===== src/sv/bpfa_pkg.sv =====
// Package of the bitmap page frame allocator: widths, opcodes, FSM states
// and the structs passed between the top level and the word modify unit.
package bpfa_pkg;

  localparam int unsigned FRAMES_DEF     = 4096;
  localparam int unsigned PAGE_SHIFT_DEF = 12;

  localparam int unsigned WORD_BITS = 32;
  localparam int unsigned BIT_W     = 5;
  localparam int unsigned FLIP_W    = 6;

  localparam int unsigned OP_W    = 2;
  localparam int unsigned ADDR_W  = 32;
  localparam int unsigned LEN_W   = 32;
  localparam int unsigned FREE_W  = 13;
  // wide enough for byte offsets up to FRAMES << PAGE_SHIFT plus rounding
  localparam int unsigned EXT_W   = 40;

  localparam int unsigned IN_W  = 72;
  localparam int unsigned OUT_W = 48;

  typedef enum logic [OP_W-1:0] {
    OP_ALLOC   = 2'd0,
    OP_FREE    = 2'd1,
    OP_RELEASE = 2'd2,
    OP_RESERVE = 2'd3
  } op_e;

  typedef enum logic [2:0] {
    ST_CLEAR,
    ST_IDLE,
    ST_FREE_CHK,
    ST_RANGE_END,
    ST_RANGE_BND,
    ST_SETUP,
    ST_WALK,
    ST_OUT
  } state_e;

  typedef struct packed {
    op_e              op;
    logic [BIT_W-1:0] lo_bit;
    logic [BIT_W-1:0] hi_bit;
  } word_ctl_t;

  typedef struct packed {
    logic [WORD_BITS-1:0] new_word;
    logic [FLIP_W-1:0]    flips;
    logic                 found;
    logic [BIT_W-1:0]     bit_idx;
  } word_res_t;

endpackage


===== src/sv/bitmap_page_frame_allocator.sv =====
// Bitmap first-fit page frame allocator, top level.
// Uses bpfa_pkg, bpfa_ram (bitmap store) and bpfa_word_op (word modify).
//
// Input stream s_axis carries one request per transfer: operation (allocate,
// free one frame, release range, reserve range), a byte address and a byte
// length. Output stream m_axis carries one result per request: the allocated
// frame's byte address, a success flag and the free-frame count afterwards.
// The bitmap (one bit per frame, 1 = used) lives in a RAM of ceil(FRAMES/32)
// words with registered read data; each request walks the words it touches,
// reading one word per cycle and writing the modified word back in the next.
// The words visited are 1 for free, the words a range covers, and up to
// ceil(FRAMES/32) (128 by default) for an allocation, which stops at the
// first word with a clear bit. Refused or empty requests visit no words.
// One request is handled at a time; s_axis_tready is high only while idle.
// After reset a clearing pass marks every frame used, one word per cycle,
// with s_axis_tready low; the free count resets to 0.
// Results sit in an output register; a stalled receiver holds the result and
// the block takes one more request, then waits with it finished until the
// output register empties.
module bitmap_page_frame_allocator #(
  parameter int unsigned FRAMES     = bpfa_pkg::FRAMES_DEF,
  parameter int unsigned PAGE_SHIFT = bpfa_pkg::PAGE_SHIFT_DEF
) (
  input  logic                       clk_i,
  input  logic                       rst_ni,
  input  logic                       s_axis_tvalid,
  output logic                       s_axis_tready,
  // [1:0] operation, [33:2] address, [65:34] length, [71:66] zero
  input  logic [bpfa_pkg::IN_W-1:0]  s_axis_tdata,
  output logic                       m_axis_tvalid,
  input  logic                       m_axis_tready,
  // [31:0] frame_address, [32] success, [45:33] free_frames, [47:46] zero
  output logic [bpfa_pkg::OUT_W-1:0] m_axis_tdata
);

  localparam int unsigned WORDS = (FRAMES + bpfa_pkg::WORD_BITS - 1) / bpfa_pkg::WORD_BITS;
  localparam int unsigned WA_W  = (WORDS > 1) ? $clog2(WORDS) : 1;
  localparam int unsigned FI_W  = $clog2(FRAMES + 1);
  localparam int unsigned CNT_W = $clog2(FRAMES + 1);
  localparam int unsigned EW    = bpfa_pkg::EXT_W;

  localparam logic [EW-1:0]   MANAGED    = EW'(FRAMES) << PAGE_SHIFT;
  localparam logic [EW-1:0]   PAGE_BYTES = EW'(1) << PAGE_SHIFT;
  localparam logic [EW-1:0]   FRAMES_EXT = EW'(FRAMES);
  localparam logic [WA_W-1:0] LAST_WORD  = WA_W'(WORDS - 1);

  bpfa_pkg::state_e state_q, state_d;
  bpfa_pkg::op_e    op_q, op_d;

  logic [bpfa_pkg::ADDR_W-1:0] addr_q, addr_d;
  logic [bpfa_pkg::LEN_W-1:0]  len_q, len_d;
  logic [EW-1:0]               end_q, end_d;
  logic [FI_W-1:0]             first_q, first_d;
  logic [FI_W-1:0]             last_q, last_d;
  logic [WA_W-1:0]             lo_w_q, lo_w_d;
  logic [WA_W-1:0]             hi_w_q, hi_w_d;
  logic [bpfa_pkg::BIT_W-1:0]  lo_bit_q, lo_bit_d;
  logic [bpfa_pkg::BIT_W-1:0]  hi_bit_q, hi_bit_d;
  logic [WA_W-1:0]             cur_w_q, cur_w_d;
  logic [WA_W-1:0]             proc_w_q, proc_w_d;
  logic                        issued_q, issued_d;
  logic                        rd_pend_q, rd_pend_d;
  logic [WA_W-1:0]             clr_q, clr_d;
  logic [CNT_W-1:0]            count_q, count_d;
  logic                        ok_q, ok_d;
  logic [bpfa_pkg::ADDR_W-1:0] fa_q, fa_d;

  logic                        m_valid_q, m_valid_d;
  logic [bpfa_pkg::OUT_W-1:0]  m_data_q, m_data_d;

  logic                          ram_we;
  logic [WA_W-1:0]               ram_waddr;
  logic [bpfa_pkg::WORD_BITS-1:0] ram_wdata;
  logic [bpfa_pkg::WORD_BITS-1:0] ram_rdata;

  bpfa_pkg::word_ctl_t wctl;
  bpfa_pkg::word_res_t wres;

  logic [EW-1:0] addr_ext;
  logic [EW-1:0] sum_ext;
  logic [EW-1:0] first_ext;
  logic [EW-1:0] last_ext;
  logic [FI_W-1:0] last_m1;
  logic [FI_W-1:0] alloc_frame;

  bpfa_ram #(
    .WIDTH (bpfa_pkg::WORD_BITS),
    .DEPTH (WORDS),
    .AW    (WA_W)
  ) u_bitmap (
    .clk_i   (clk_i),
    .we_i    (ram_we),
    .waddr_i (ram_waddr),
    .wdata_i (ram_wdata),
    .raddr_i (cur_w_q),
    .rdata_o (ram_rdata)
  );

  always_comb begin
    wctl.op     = op_q;
    wctl.lo_bit = (proc_w_q == lo_w_q) ? lo_bit_q : '0;
    wctl.hi_bit = (proc_w_q == hi_w_q) ? hi_bit_q : '1;
  end

  bpfa_word_op u_word_op (
    .rd_word_i (ram_rdata),
    .ctl_i     (wctl),
    .res_o     (wres)
  );

  assign addr_ext    = EW'(addr_q);
  assign sum_ext     = addr_ext + EW'(len_q);
  assign first_ext   = (op_q == bpfa_pkg::OP_RELEASE) ?
                       ((addr_ext + PAGE_BYTES - EW'(1)) >> PAGE_SHIFT) :
                       (addr_ext >> PAGE_SHIFT);
  assign last_ext    = (op_q == bpfa_pkg::OP_RELEASE) ?
                       (end_q >> PAGE_SHIFT) :
                       ((end_q + PAGE_BYTES - EW'(1)) >> PAGE_SHIFT);
  assign last_m1     = last_q - FI_W'(1);
  assign alloc_frame = FI_W'({proc_w_q, wres.bit_idx});

  always_comb begin
    state_d   = state_q;
    op_d      = op_q;
    addr_d    = addr_q;
    len_d     = len_q;
    end_d     = end_q;
    first_d   = first_q;
    last_d    = last_q;
    lo_w_d    = lo_w_q;
    hi_w_d    = hi_w_q;
    lo_bit_d  = lo_bit_q;
    hi_bit_d  = hi_bit_q;
    cur_w_d   = cur_w_q;
    proc_w_d  = proc_w_q;
    issued_d  = issued_q;
    rd_pend_d = 1'b0;
    clr_d     = clr_q;
    count_d   = count_q;
    ok_d      = ok_q;
    fa_d      = fa_q;
    ram_we    = 1'b0;
    ram_waddr = proc_w_q;
    ram_wdata = wres.new_word;
    s_axis_tready = 1'b0;

    m_valid_d = m_valid_q && !m_axis_tready;
    m_data_d  = m_data_q;

    unique case (state_q)
      bpfa_pkg::ST_CLEAR: begin
        ram_we    = 1'b1;
        ram_waddr = clr_q;
        ram_wdata = '1;
        clr_d     = clr_q + WA_W'(1);
        if (clr_q == LAST_WORD) begin
          state_d = bpfa_pkg::ST_IDLE;
        end
      end

      bpfa_pkg::ST_IDLE: begin
        s_axis_tready = 1'b1;
        if (s_axis_tvalid) begin
          op_d   = bpfa_pkg::op_e'(s_axis_tdata[1:0]);
          addr_d = s_axis_tdata[33:2];
          len_d  = s_axis_tdata[65:34];
          fa_d   = '0;
          unique case (bpfa_pkg::op_e'(s_axis_tdata[1:0]))
            bpfa_pkg::OP_ALLOC: begin
              ok_d    = 1'b0;
              first_d = '0;
              last_d  = FI_W'(FRAMES);
              state_d = bpfa_pkg::ST_SETUP;
            end
            bpfa_pkg::OP_FREE: begin
              ok_d    = 1'b0;
              state_d = bpfa_pkg::ST_FREE_CHK;
            end
            default: begin
              ok_d    = 1'b1;
              state_d = bpfa_pkg::ST_RANGE_END;
            end
          endcase
        end
      end

      bpfa_pkg::ST_FREE_CHK: begin
        if (((addr_ext & (PAGE_BYTES - EW'(1))) != '0) ||
            ((addr_ext >> PAGE_SHIFT) >= FRAMES_EXT)) begin
          state_d = bpfa_pkg::ST_OUT;
        end else begin
          first_d = FI_W'(addr_ext >> PAGE_SHIFT);
          last_d  = FI_W'(addr_ext >> PAGE_SHIFT) + FI_W'(1);
          state_d = bpfa_pkg::ST_SETUP;
        end
      end

      bpfa_pkg::ST_RANGE_END: begin
        if (addr_ext >= MANAGED) begin
          state_d = bpfa_pkg::ST_OUT;
        end else begin
          end_d   = (sum_ext > MANAGED) ? MANAGED : sum_ext;
          state_d = bpfa_pkg::ST_RANGE_BND;
        end
      end

      bpfa_pkg::ST_RANGE_BND: begin
        first_d = FI_W'(first_ext);
        last_d  = (last_ext > FRAMES_EXT) ? FI_W'(FRAMES) : FI_W'(last_ext);
        state_d = bpfa_pkg::ST_SETUP;
      end

      bpfa_pkg::ST_SETUP: begin
        if (first_q >= last_q) begin
          state_d = bpfa_pkg::ST_OUT;
        end else begin
          lo_w_d   = WA_W'(first_q >> bpfa_pkg::BIT_W);
          hi_w_d   = WA_W'(last_m1 >> bpfa_pkg::BIT_W);
          lo_bit_d = first_q[bpfa_pkg::BIT_W-1:0];
          hi_bit_d = last_m1[bpfa_pkg::BIT_W-1:0];
          cur_w_d  = WA_W'(first_q >> bpfa_pkg::BIT_W);
          issued_d = 1'b0;
          state_d  = bpfa_pkg::ST_WALK;
        end
      end

      bpfa_pkg::ST_WALK: begin
        // issue the next read while the previous word is modified
        if (!issued_q) begin
          rd_pend_d = 1'b1;
          proc_w_d  = cur_w_q;
          cur_w_d   = cur_w_q + WA_W'(1);
          issued_d  = (cur_w_q == hi_w_q);
        end
        if (rd_pend_q) begin
          ram_we = 1'b1;
          if (op_q == bpfa_pkg::OP_RELEASE || op_q == bpfa_pkg::OP_FREE) begin
            count_d = count_q + CNT_W'(wres.flips);
          end else begin
            count_d = count_q - CNT_W'(wres.flips);
          end
          if (op_q == bpfa_pkg::OP_FREE) begin
            ok_d = (wres.flips != '0);
          end
          if (op_q == bpfa_pkg::OP_ALLOC && wres.found) begin
            ok_d    = 1'b1;
            fa_d    = bpfa_pkg::ADDR_W'(EW'(alloc_frame) << PAGE_SHIFT);
            state_d = bpfa_pkg::ST_OUT;
          end else if (proc_w_q == hi_w_q) begin
            state_d = bpfa_pkg::ST_OUT;
          end
        end
      end

      bpfa_pkg::ST_OUT: begin
        if (!m_valid_q || m_axis_tready) begin
          m_valid_d = 1'b1;
          m_data_d  = {2'b00, bpfa_pkg::FREE_W'(count_q), ok_q, fa_q};
          state_d   = bpfa_pkg::ST_IDLE;
        end
      end

      default: state_d = bpfa_pkg::ST_IDLE;
    endcase
  end

  always_ff @(posedge clk_i or negedge rst_ni) begin
    if (!rst_ni) begin
      state_q   <= bpfa_pkg::ST_CLEAR;
      clr_q     <= '0;
      count_q   <= '0;
      rd_pend_q <= 1'b0;
      issued_q  <= 1'b0;
      m_valid_q <= 1'b0;
    end else begin
      state_q   <= state_d;
      clr_q     <= clr_d;
      count_q   <= count_d;
      rd_pend_q <= rd_pend_d;
      issued_q  <= issued_d;
      m_valid_q <= m_valid_d;
    end
  end

  always_ff @(posedge clk_i) begin
    op_q     <= op_d;
    addr_q   <= addr_d;
    len_q    <= len_d;
    end_q    <= end_d;
    first_q  <= first_d;
    last_q   <= last_d;
    lo_w_q   <= lo_w_d;
    hi_w_q   <= hi_w_d;
    lo_bit_q <= lo_bit_d;
    hi_bit_q <= hi_bit_d;
    cur_w_q  <= cur_w_d;
    proc_w_q <= proc_w_d;
    ok_q     <= ok_d;
    fa_q     <= fa_d;
    m_data_q <= m_data_d;
  end

  assign m_axis_tvalid = m_valid_q;
  assign m_axis_tdata  = m_data_q;

endmodule


===== src/sv/bpfa_ram.sv =====
// Generic single-port-write, single-port-read RAM with registered read data.
// No dependencies.
module bpfa_ram #(
  parameter int unsigned WIDTH = 32,
  parameter int unsigned DEPTH = 128,
  parameter int unsigned AW    = (DEPTH > 1) ? $clog2(DEPTH) : 1
) (
  input  logic             clk_i,
  input  logic             we_i,
  input  logic [AW-1:0]    waddr_i,
  input  logic [WIDTH-1:0] wdata_i,
  input  logic [AW-1:0]    raddr_i,
  output logic [WIDTH-1:0] rdata_o
);

  logic [WIDTH-1:0] mem [DEPTH];

  always_ff @(posedge clk_i) begin
    if (we_i) begin
      mem[waddr_i] <= wdata_i;
    end
    rdata_o <= mem[raddr_i];
  end

endmodule


===== src/sv/bpfa_word_op.sv =====
// Read-modify unit for one 32-bit bitmap word: lowest-free search for
// allocation, range mask set/clear, and the count of flipped bits. Uses bpfa_pkg.
module bpfa_word_op (
  input  logic [bpfa_pkg::WORD_BITS-1:0] rd_word_i,
  input  bpfa_pkg::word_ctl_t            ctl_i,
  output bpfa_pkg::word_res_t            res_o
);

  localparam logic [bpfa_pkg::WORD_BITS-1:0] ONES = '1;

  logic [bpfa_pkg::WORD_BITS-1:0] range_mask;
  logic [bpfa_pkg::WORD_BITS-1:0] low_zero;
  logic [bpfa_pkg::WORD_BITS-1:0] new_word;
  logic [bpfa_pkg::WORD_BITS-1:0] diff;
  logic [bpfa_pkg::BIT_W-1:0]     idx;
  logic [bpfa_pkg::FLIP_W-1:0]    cnt;

  assign range_mask = (ONES << ctl_i.lo_bit) & (ONES >> (5'd31 - ctl_i.hi_bit));
  // one-hot of the lowest clear bit
  assign low_zero   = ~rd_word_i & (rd_word_i + 32'd1);

  always_comb begin
    idx = '0;
    for (int i = 0; i < bpfa_pkg::WORD_BITS; i++) begin
      if (low_zero[i]) begin
        idx = idx | bpfa_pkg::BIT_W'(i);
      end
    end
  end

  always_comb begin
    unique case (ctl_i.op) inside
      bpfa_pkg::OP_ALLOC:                       new_word = rd_word_i | low_zero;
      bpfa_pkg::OP_RESERVE:                     new_word = rd_word_i | range_mask;
      bpfa_pkg::OP_FREE, bpfa_pkg::OP_RELEASE:  new_word = rd_word_i & ~range_mask;
      default:                                  new_word = rd_word_i;
    endcase
  end

  assign diff = rd_word_i ^ new_word;

  always_comb begin
    cnt = '0;
    for (int i = 0; i < bpfa_pkg::WORD_BITS; i++) begin
      cnt = cnt + bpfa_pkg::FLIP_W'(diff[i]);
    end
  end

  always_comb begin
    res_o.new_word = new_word;
    res_o.flips    = cnt;
    res_o.found    = |low_zero;
    res_o.bit_idx  = idx;
  end

endmodule


===== config.mk =====
export PLATFORM = sky130hd
export DESIGN_NAME = bitmap_page_frame_allocator
export DESIGN_NICKNAME = d
export VERILOG_FILES = /design/src/sv/bpfa_pkg.sv /design/src/sv/bitmap_page_frame_allocator.sv /design/src/sv/bpfa_ram.sv /design/src/sv/bpfa_word_op.sv
export SDC_FILE = /design/constraint.sdc
export NUM_CORES = 2
export LEC_CHECK = 0
export BUFFER_PORTS_ARGS = -buffer_cell sky130_fd_sc_hd__buf_4
export CAP_MARGIN = 10
export CORE_MARGIN = 3
export CORE_UTILIZATION = 50
export DETAILED_ROUTE_END_ITERATION = 6
export MAX_ROUTING_LAYER = met4
export PLACE_DENSITY_LB_ADDON = 0.25
export SYNTH_ARGS = -nofsm -noshare
export SYNTH_HDL_FRONTEND = slang
export SYNTH_SLANG_ARGS = --single-unit

===== constraint.sdc =====
create_clock -name clk_i -period 12.9 [get_ports clk_i]
set_input_delay 2.58 -clock clk_i [delete_from_list [all_inputs] [get_ports clk_i]]
set_output_delay 2.58 -clock clk_i [all_outputs]
set_load 0.05 [all_outputs]

; ---- Yosys cells after proc, flatten, opt, wreduce, memory -nomap -nowiden
; Memory sizes are Yosys's and may differ from the RTL's. A register that Yosys moved wholly into a read port is not among the register bits.
; Cells that the tools add are included.
[word_totals]
register_bits = 277
mem_bits_rw = 4096
input_bits = 76
out_inout_bits = 50
word_cells = 286
mem_count = 1
[classes]
n_addsub = 44
order_cmp = 5
n_eq_ne = 27
n_shift = 2
muxes = 148
n_bitwise = 8
reduce_logical = 30
[memory_table]
columns = name, depth, word_bits, rd, rd_clocked_by_memory_dff, write_ports, line_no
row1 = u_bitmap.mem, 128, 32, 1, 1, 1, bpfa_ram.sv:16  ; logic [WIDTH-1:0] mem [DEPTH];
[ops]
columns = operator, n
row1 = $mux 32, 12
row2 = $mux 13, 21
row3 = $add 6x1->6, 30
row4 = $mux 5, 22
row5 = $and 32x32->32, 3
row6 = $mux 48, 2
row7 = $pmux 32 s3, 1
row8 = $mux 40, 2
row9 = $pmux 13 s3, 2
row10 = $mux 3, 24
row11 = $not 32->32, 2
row12 = $or 32x32->32, 2
row13 = $pmux 32 s2, 1
row14 = $mux 7, 9
row15 = $add 40x13->40 const B, 1
row16 = $reduce_bool 40->1, 1
row17 = $sub 40x1->40 const B, 1
row18 = $add 32x32->33, 1
row19 = $gt 33x25->1 const B, 1
row20 = $mux 33, 1
row21 = $add 32x1->32 const B, 1
row22 = $ge 32x25->1 const B, 1
row23 = $mux 4, 8
row24 = $reduce_or 32->1, 1
row25 = 44 further kinds, 114

; ---- Logic depth before layout (Yosys ltp)
[depth]
ltp_word = 50
mapped_depth = 40

; ---- Hierarchy
; Synthesis repeated with hierarchy kept, for this count alone.
[hier_totals]
cells_unflattened = 7664
hier_area_um2 = 172265.2
[by_module_without_submodules]
columns = module, n_inst, cells_per_inst, area_each_um2, seq_area_each_um2
row1 = bpfa_ram, 1, 5990, 156276.1, 123638.6
row2 = bitmap_page_frame_allocator, 1, 1133, 12708.4, 6716.4
row3 = bpfa_word_op, 1, 541, 3280.6, 0.0

; ---- Least setup slack after synthesis
; No wires, ideal clock.
[synth_path]
path_kind = register to register
from = register proc_w_q[4]
to = register count_q[9]
t_arrival_ns = 8.758
t_required_ns = 12.775
path_slack_ns = 4.018
stages_incl_launch_ff = 38
cell_sequence = edfxtp_1 -> clkbuf_1 -> xor2_1 -> nor4_1 -> nand4_1 -> or2_2 -> clkbuf_1 -> o31a_1 -> o22a_1 -> a21o_1 -> nor3b_1 -> a31oi_1 -> fa_1 -> fa_1 -> inv_1 -> fa_1 -> fa_1 -> inv_1 -> [... 2 more ...] -> fa_1 -> inv_1 -> fa_1 -> inv_1 -> fa_1 -> inv_1 -> ha_1 -> mux2_2 -> ha_1 -> a21o_1 -> a21oi_1 -> o21bai_1 -> a21o_1 -> a21o_1 -> a41oi_1 -> nand2b_1 -> xor2_1 -> mux2_2
[synth_via]
elab_chain_len = 46
elab_cells_between_ends = 51
cone_classes = add/sub (34) / eq/ne (2) / shift (2) / mux (8) / bitwise (5)
[synth_rtl]
columns = element, line_no
row1 = from (decl), bitmap_page_frame_allocator.sv:60  ; logic [WA_W-1:0] proc_w_q, proc_w_d;
row2 = from (signal assigned), bitmap_page_frame_allocator.sv:297  ; proc_w_q <= proc_w_d;
row3 = $eq 7x7->1, bitmap_page_frame_allocator.sv:102  ; wctl.hi_bit = (proc_w_q == hi_w_q) ? hi_bit_q : '1;
row4 = $mux 5, bitmap_page_frame_allocator.sv:102
row5 = $sub 5x5->5, bpfa_word_op.sv:18  ; assign range_mask = (ONES << ctl_i.lo_bit) & (ONES >> (5'd31 - ctl_i.hi_bit));
row6 = $shr 32x5->32, bpfa_word_op.sv:18
row7 = $and 32x32->32 (*), bpfa_word_op.sv:18
row8 = $not 32->32, bpfa_word_op.sv:35  ; bpfa_pkg::OP_FREE, bpfa_pkg::OP_RELEASE: new_word = rd_word_i & ~range_mask;
row9 = $and 32x32->32, bpfa_word_op.sv:35
row10 = $pmux 32 s3 (*), bpfa_word_op.sv:32  ; unique case (ctl_i.op) inside
row11 = [... 2 more ...], -
row12 = $add 6x1->6 (29 in a row), bpfa_word_op.sv:45  ; cnt = cnt + bpfa_pkg::FLIP_W'(diff[i]);
row13 = $add 6x1->6 (*), bpfa_word_op.sv:45
row14 = $sub 13x6->13 or $add 13x6->13 (tied branches), "bitmap_page_frame_allocator.sv:240, bitmap_page_frame_allocator.sv:238"
row15 = $mux 13 (*), bitmap_page_frame_allocator.sv:237  ; if (op_q == bpfa_pkg::OP_RELEASE || op_q == bpfa_pkg::OP_FREE) begin
row16 = $mux 13 (*), bitmap_page_frame_allocator.sv:235  ; if (rd_pend_q) begin
row17 = $mux 13 (*), bitmap_page_frame_allocator.sv:150  ; unique case (state_q)
row18 = $mux 13 (*), bitmap_page_frame_allocator.sv:235
row19 = $mux 13 (*), bitmap_page_frame_allocator.sv:150
row20 = to (signal assigned), bitmap_page_frame_allocator.sv:278  ; count_q <= count_d;
row21 = to (decl), bitmap_page_frame_allocator.sv:64  ; logic [CNT_W-1:0] count_q, count_d;
; Every way passes the cells marked *; elsewhere a longest branch is shown, timed or not. The select of a mux whose other input is x is not followed.
; A chain may end at the register's enable or synchronous reset.

; ---- Worst setup path in the final report
[layout_path]
from = register proc_w_q[4]
to = register count_q[12]
; Same word-level chain as after synthesis.

==> results.md <==
Run status:
- The run finished with clean final reports.

Route:
- The number of vias per cell after detailed routing is 6.41.
- The routed length on met1 is 177000 um.
- The met2 wirelength from detailed routing is 211000 um.
- The length of routed met3 wiring is 38900 um.
- Before antenna repair, the detailed router went through 5 iterations.
- Once detail routing completed, the nets flagged for antenna violations numbered 0.
- For this run, design rule violations remaining after detail routing come to 0.
- The via count of the routed design is 82900.
- The routed length per instance is 34.0 um.
- Routed signal wires occupy layers up through met4.
- The detailed router finished its first iteration with 10600 violations.
- The total routed wirelength is 440000 um.

Floorplan:
- Pin placement for this block handled 126 I/O pins.
- The die outline area is 351000 um2.
- The vertical die dimension is 592 um.
- Measured along the x axis, the die boundary spans 592 um.
- The placeable core area is 341000 um2.
- The number of placement rows is 214.
- The initial cell density of the core is 50.4%.

Clocking:
- The clock net in this run drives a total of 4356 sinks.
- The clock passes through at most 4 buffers.
- The CTS clock-pin slew for the worst setup and hold paths is 0.06 ns.
- The count of H-tree levels built during CTS is 5.
- The insertion delay to the later sink of the worst-skew pair is 0.97 ns.
- Post-CTS timing repair inserted 0 buffers for setup.
- The post-cts resize count is 0.
- TritonCTS built the clock tree.
- The number of buffers added by the clock tree synthesis step is 430.
- The number of hold-repair buffers added at the cts stage is 0.
- Clock tree synthesis selected as its root buffer the cell sky130_fd_sc_hd__clkbuf_16.

Worst setup path:
- For this run, the slowest stage of the critical path takes 0.69 ns.
- Broken down by cell family, the worst path's largest delay share belongs to adder cells.
- The required time of the worst setup path is 13.72 ns.
- The count of buffering cells on the critical path with inverters included is 5.
- The critical path's most frequent cell is sky130_fd_sc_hd__fa_1.
- The worst setup path is captured at a flop.
- The worst setup path is launched from a flop.
- In this run the worst path has a maximum fanout of 16.
- On the critical path, the stage with the largest delay is an instance of sky130_fd_sc_hd__nand4_1.
- The worst endpoint data arrival time is 11.39 ns.
- By startpoint and endpoint, the worst setup path is classified as reg2reg.

Timing:
- The final hold violation count came to 0.
- The achievable frequency is 94.6 MHz.
- The clock arrives with 0.0539 ns of skew.
- At the pin with the least slew margin, the transition time is 1.26 ns.
- Setup violations remaining at the end of the flow were counted as 0.
- The final-report max-slew violation count is 0.
- Adding up every negative setup slack in the final design gives 0 ns.
- In this run the tightest slew margin relative to its limit is 15.9%.
- Of the available clock period, the critical path in the final layout requires 82.0%.
- Setup repair after global routing left no endpoint under its margin.
- Counting I/O delays and the setup requirement, the final critical path takes 10.57 ns.

Hold path:
- In this run the worst hold path is classified as reg2reg.

Logic synthesis:
- The post-synthesis register bit count is 4356.
- Synthesis produced 7620 cells.
- The mapped cell area is 172000 um2.
- The synthesized design contains 4298 enable-type register cells.
- The post-synthesis async set-or-reset flop share is 0.597%.
- The Yosys step of the flow raised 0 warnings.
- Each instance of the synthesized netlist takes up on average 22.6 um2.
- The flip-flop cell with the highest count after synthesis is sky130_fd_sc_hd__edfxtp_1.
- The sequential fraction of the synthesis area is 75.9%.
- The count of different cell masters after synthesis is 91.

Power and ir drop:
- The power spent charging and discharging nets is 18.2 mW.
- In this run switching power makes up 35.5% of total power.
- The internal power of the cells totals 33.0 mW.
- Across the VDD grid, the largest voltage drop is 1.02 mV.
- Power spread over the standard cell area amounts to 264 nW/um2.
- Sequential cells account for 35.3% of the total power.
- The leakage power is 60.6 nW.
- Of the total power, combinational logic draws 41.0%.
- The share of total power dissipated in the clock network is 23.7%.

Run:
- The tool flagged a number of max-cap violations equal to 0.

Placed design:
- The placement-stage cell area is 180000 um2.
- The final weighted congestion of routability-driven global placement is 0.862.
- The HPWL after detailed placement is 245000 um.
- The number of placed instances, taps included, is 12100.
- Buffers placed on the I/O ports in this run total 97.

Cells and area:
- The net count of the finished layout is 8189.
- The area growth from synthesis to layout is 12.7%.
- The design area is 194000 um2.
- The finished layout holds 12900 standard cells, fillers aside.
- The ratio of cells with drive above 1 in the final layout is 30.2%.

Global route:
- The aggregate global routing overflow is 0.
- The initial antenna violation count came to 50.
- The via count of the first global-routing pass is 82400.
- In the global route stage, overall resource usage came out at 25.8%.
- The first global-routing pass estimated 622000 um of wire.
- Entering global routing, the biggest net connects 138 pins.
==> logic make-up (layout without fill, tap and decap cells) <==
family / count (synthesis) / after routing / share of synthesized area [%]
AO/OA/AOI/OAI: 443 / 443 / 1.64
XOR/XNOR: 104 / 104 / 0.530
adder cells (fa/ha/maj): 102 / 102 / 0.856
buffers and inverters: 494 / 1193 / 1.15
flip-flops: 4356 / 4356 / 75.9
multiplexers: 1399 / 1399 / 18.0
other: 1 / 65 / 0.00218
AND/OR/NAND/NOR: 721 / 721 / 2.00
==> metrics by stage <==
stage | total power, mW | utilization [%] | hold slack [ns] | setup slack, ns
CTS | 51.5 | 56.8 | 0.423 | 2.41
floorplan | 32.9 | - | 0.400 | 4.02
global route | 53.3 | 56.8 | 0.424 | 1.86
global placement | 39.2 | 52.8 | 0.405 | 2.45
detailed placement | 39.3 | 52.8 | 0.405 | 2.48
finish | 51.1 | 56.8 | 0.420 | 2.33
==> metal layers <==
| metal | GRT usage, % | vias to the layer above |
|---|---|---|
| met5 | - | - |
| met4 | 7.11 | 0 |
| met3 | 4.60 | 593 |
| met2 | 39.1 | 4090 |
| met1 | 36.8 | 45100 |
| li1 | - | 33100 |
==> state kept, by name (all words and copies together) (netlist names), 2 cells and up <==
| register | count |
|---|---|
| fa_q | 12 |
| count_q | 13 |
| state_q | 3 |
| hi_bit_q | 5 |
| lo_bit_q | 5 |
| first_q | 13 |
| proc_w_q | 7 |
| last_q | 13 |
| addr_q | 32 |
| u_bitmap.rdata_o | 32 |
| end_q | 33 |
| len_q | 32 |
| cur_w_q | 7 |
| clr_q | 7 |
| lo_w_q | 7 |
| op_q | 2 |
| m_axis_tdata | 26 |
| hi_w_q | 7 |
| u_bitmap.mem | 4096 |
==> path summary, 6_finish.rpt <==
path / start / to / slack, ns / cells after the start
max in group asynchronous: rst_ni / clr_q[3]$_DFFE_PN0P_ / 11.02 / 1
worst max-delay path: proc_w_q[4]$_DFFE_PP_ / count_q[12]$_DFFE_PN0P_ / 2.33 / 34
min in group asynchronous: rst_ni / count_q[7]$_DFFE_PN0P_ / 1.58 / 1
worst min register to register: fa_q[20]$_SDFFCE_PN0P_ / m_axis_tdata[20]$_DFFE_PP_ / 0.42 / 0
worst min-delay path: fa_q[20]$_SDFFCE_PN0P_ / m_axis_tdata[20]$_DFFE_PP_ / 0.42 / 0
worst max register to register: proc_w_q[4]$_DFFE_PP_ / count_q[12]$_DFFE_PN0P_ / 2.33 / 34
==> synthesized netlist by cell type, types with 43 or more instances <==
library cell,number,area share [%]
sky130_fd_sc_hd__nor2_1,226,0.49
sky130_fd_sc_hd__a21oi_1,102,0.30
sky130_fd_sc_hd__inv_1,79,0.17
sky130_fd_sc_hd__o21ai_0,139,0.40
sky130_fd_sc_hd__nand3_1,55,0.16
sky130_fd_sc_hd__edfxtp_1,4298,75
sky130_fd_sc_hd__xnor2_1,61,0.31
sky130_fd_sc_hd__buf_1,98,0.21
sky130_fd_sc_hd__clkbuf_1,278,0.61
sky130_fd_sc_hd__xor2_1,43,0.22
sky130_fd_sc_hd__ha_1,76,0.55
sky130_fd_sc_hd__mux4_2,1344,18
sky130_fd_sc_hd__nand2_1,212,0.46
==> power groups by stage <==
stage          Clock [mW]  Combinational (mW)  Sequential [mW]
2_1_floorplan           0                14.1             18.7
3_3_place_gp            0                20.9             18.3
3_5_place_dp            0                21.0             18.4
4_1_cts              12.3                21.1             18.1
5_1_grt              12.9                22.3             18.1
6_report             12.1                20.9             18.1
==> cells in the final DEF (no fill, tap or decap), types with 27 or more instances in the layout <==
master / n
sky130_fd_sc_hd__edfxtp_1: 4298
sky130_fd_sc_hd__inv_1: 79
sky130_fd_sc_hd__bufinv_16: 35
sky130_fd_sc_hd__clkinv_1: 97
sky130_fd_sc_hd__ha_1: 75
sky130_fd_sc_hd__o21ai_0: 126
sky130_fd_sc_hd__nand3_1: 49
sky130_fd_sc_hd__clkbuf_1: 86
sky130_fd_sc_hd__nor3_1: 32
sky130_fd_sc_hd__xnor2_1: 61
sky130_fd_sc_hd__conb_1: 30
sky130_fd_sc_hd__clkbuf_16: 440
sky130_fd_sc_hd__xor2_1: 43
sky130_fd_sc_hd__and3_1: 27
sky130_fd_sc_hd__diode_2: 35
sky130_fd_sc_hd__mux4_2: 1344
sky130_fd_sc_hd__nand2_1: 200
sky130_fd_sc_hd__a21oi_1: 102
sky130_fd_sc_hd__buf_4: 325
sky130_fd_sc_hd__nor2_1: 97
sky130_fd_sc_hd__a21o_1: 27
sky130_fd_sc_hd__dfxtp_1: 32
sky130_fd_sc_hd__clkinv_2: 76
sky130_fd_sc_hd__mux2_2: 37
sky130_fd_sc_hd__nor2_4: 128
==> area by class of cell <==
cell class | instances | area, um2
fillers | 24500 | 147000
multi-input cells | 2799 | 40900
inverters | 80 | 300
repair buffers | 344 | 2820
diodes | 35 | 87.6
well taps | 4536 | 5680
clock inverters | 241 | 2180
clock buffers | 528 | 11400
flip-flops and latches | 4356 | 130000
Power figures use the tool's default switching activity.
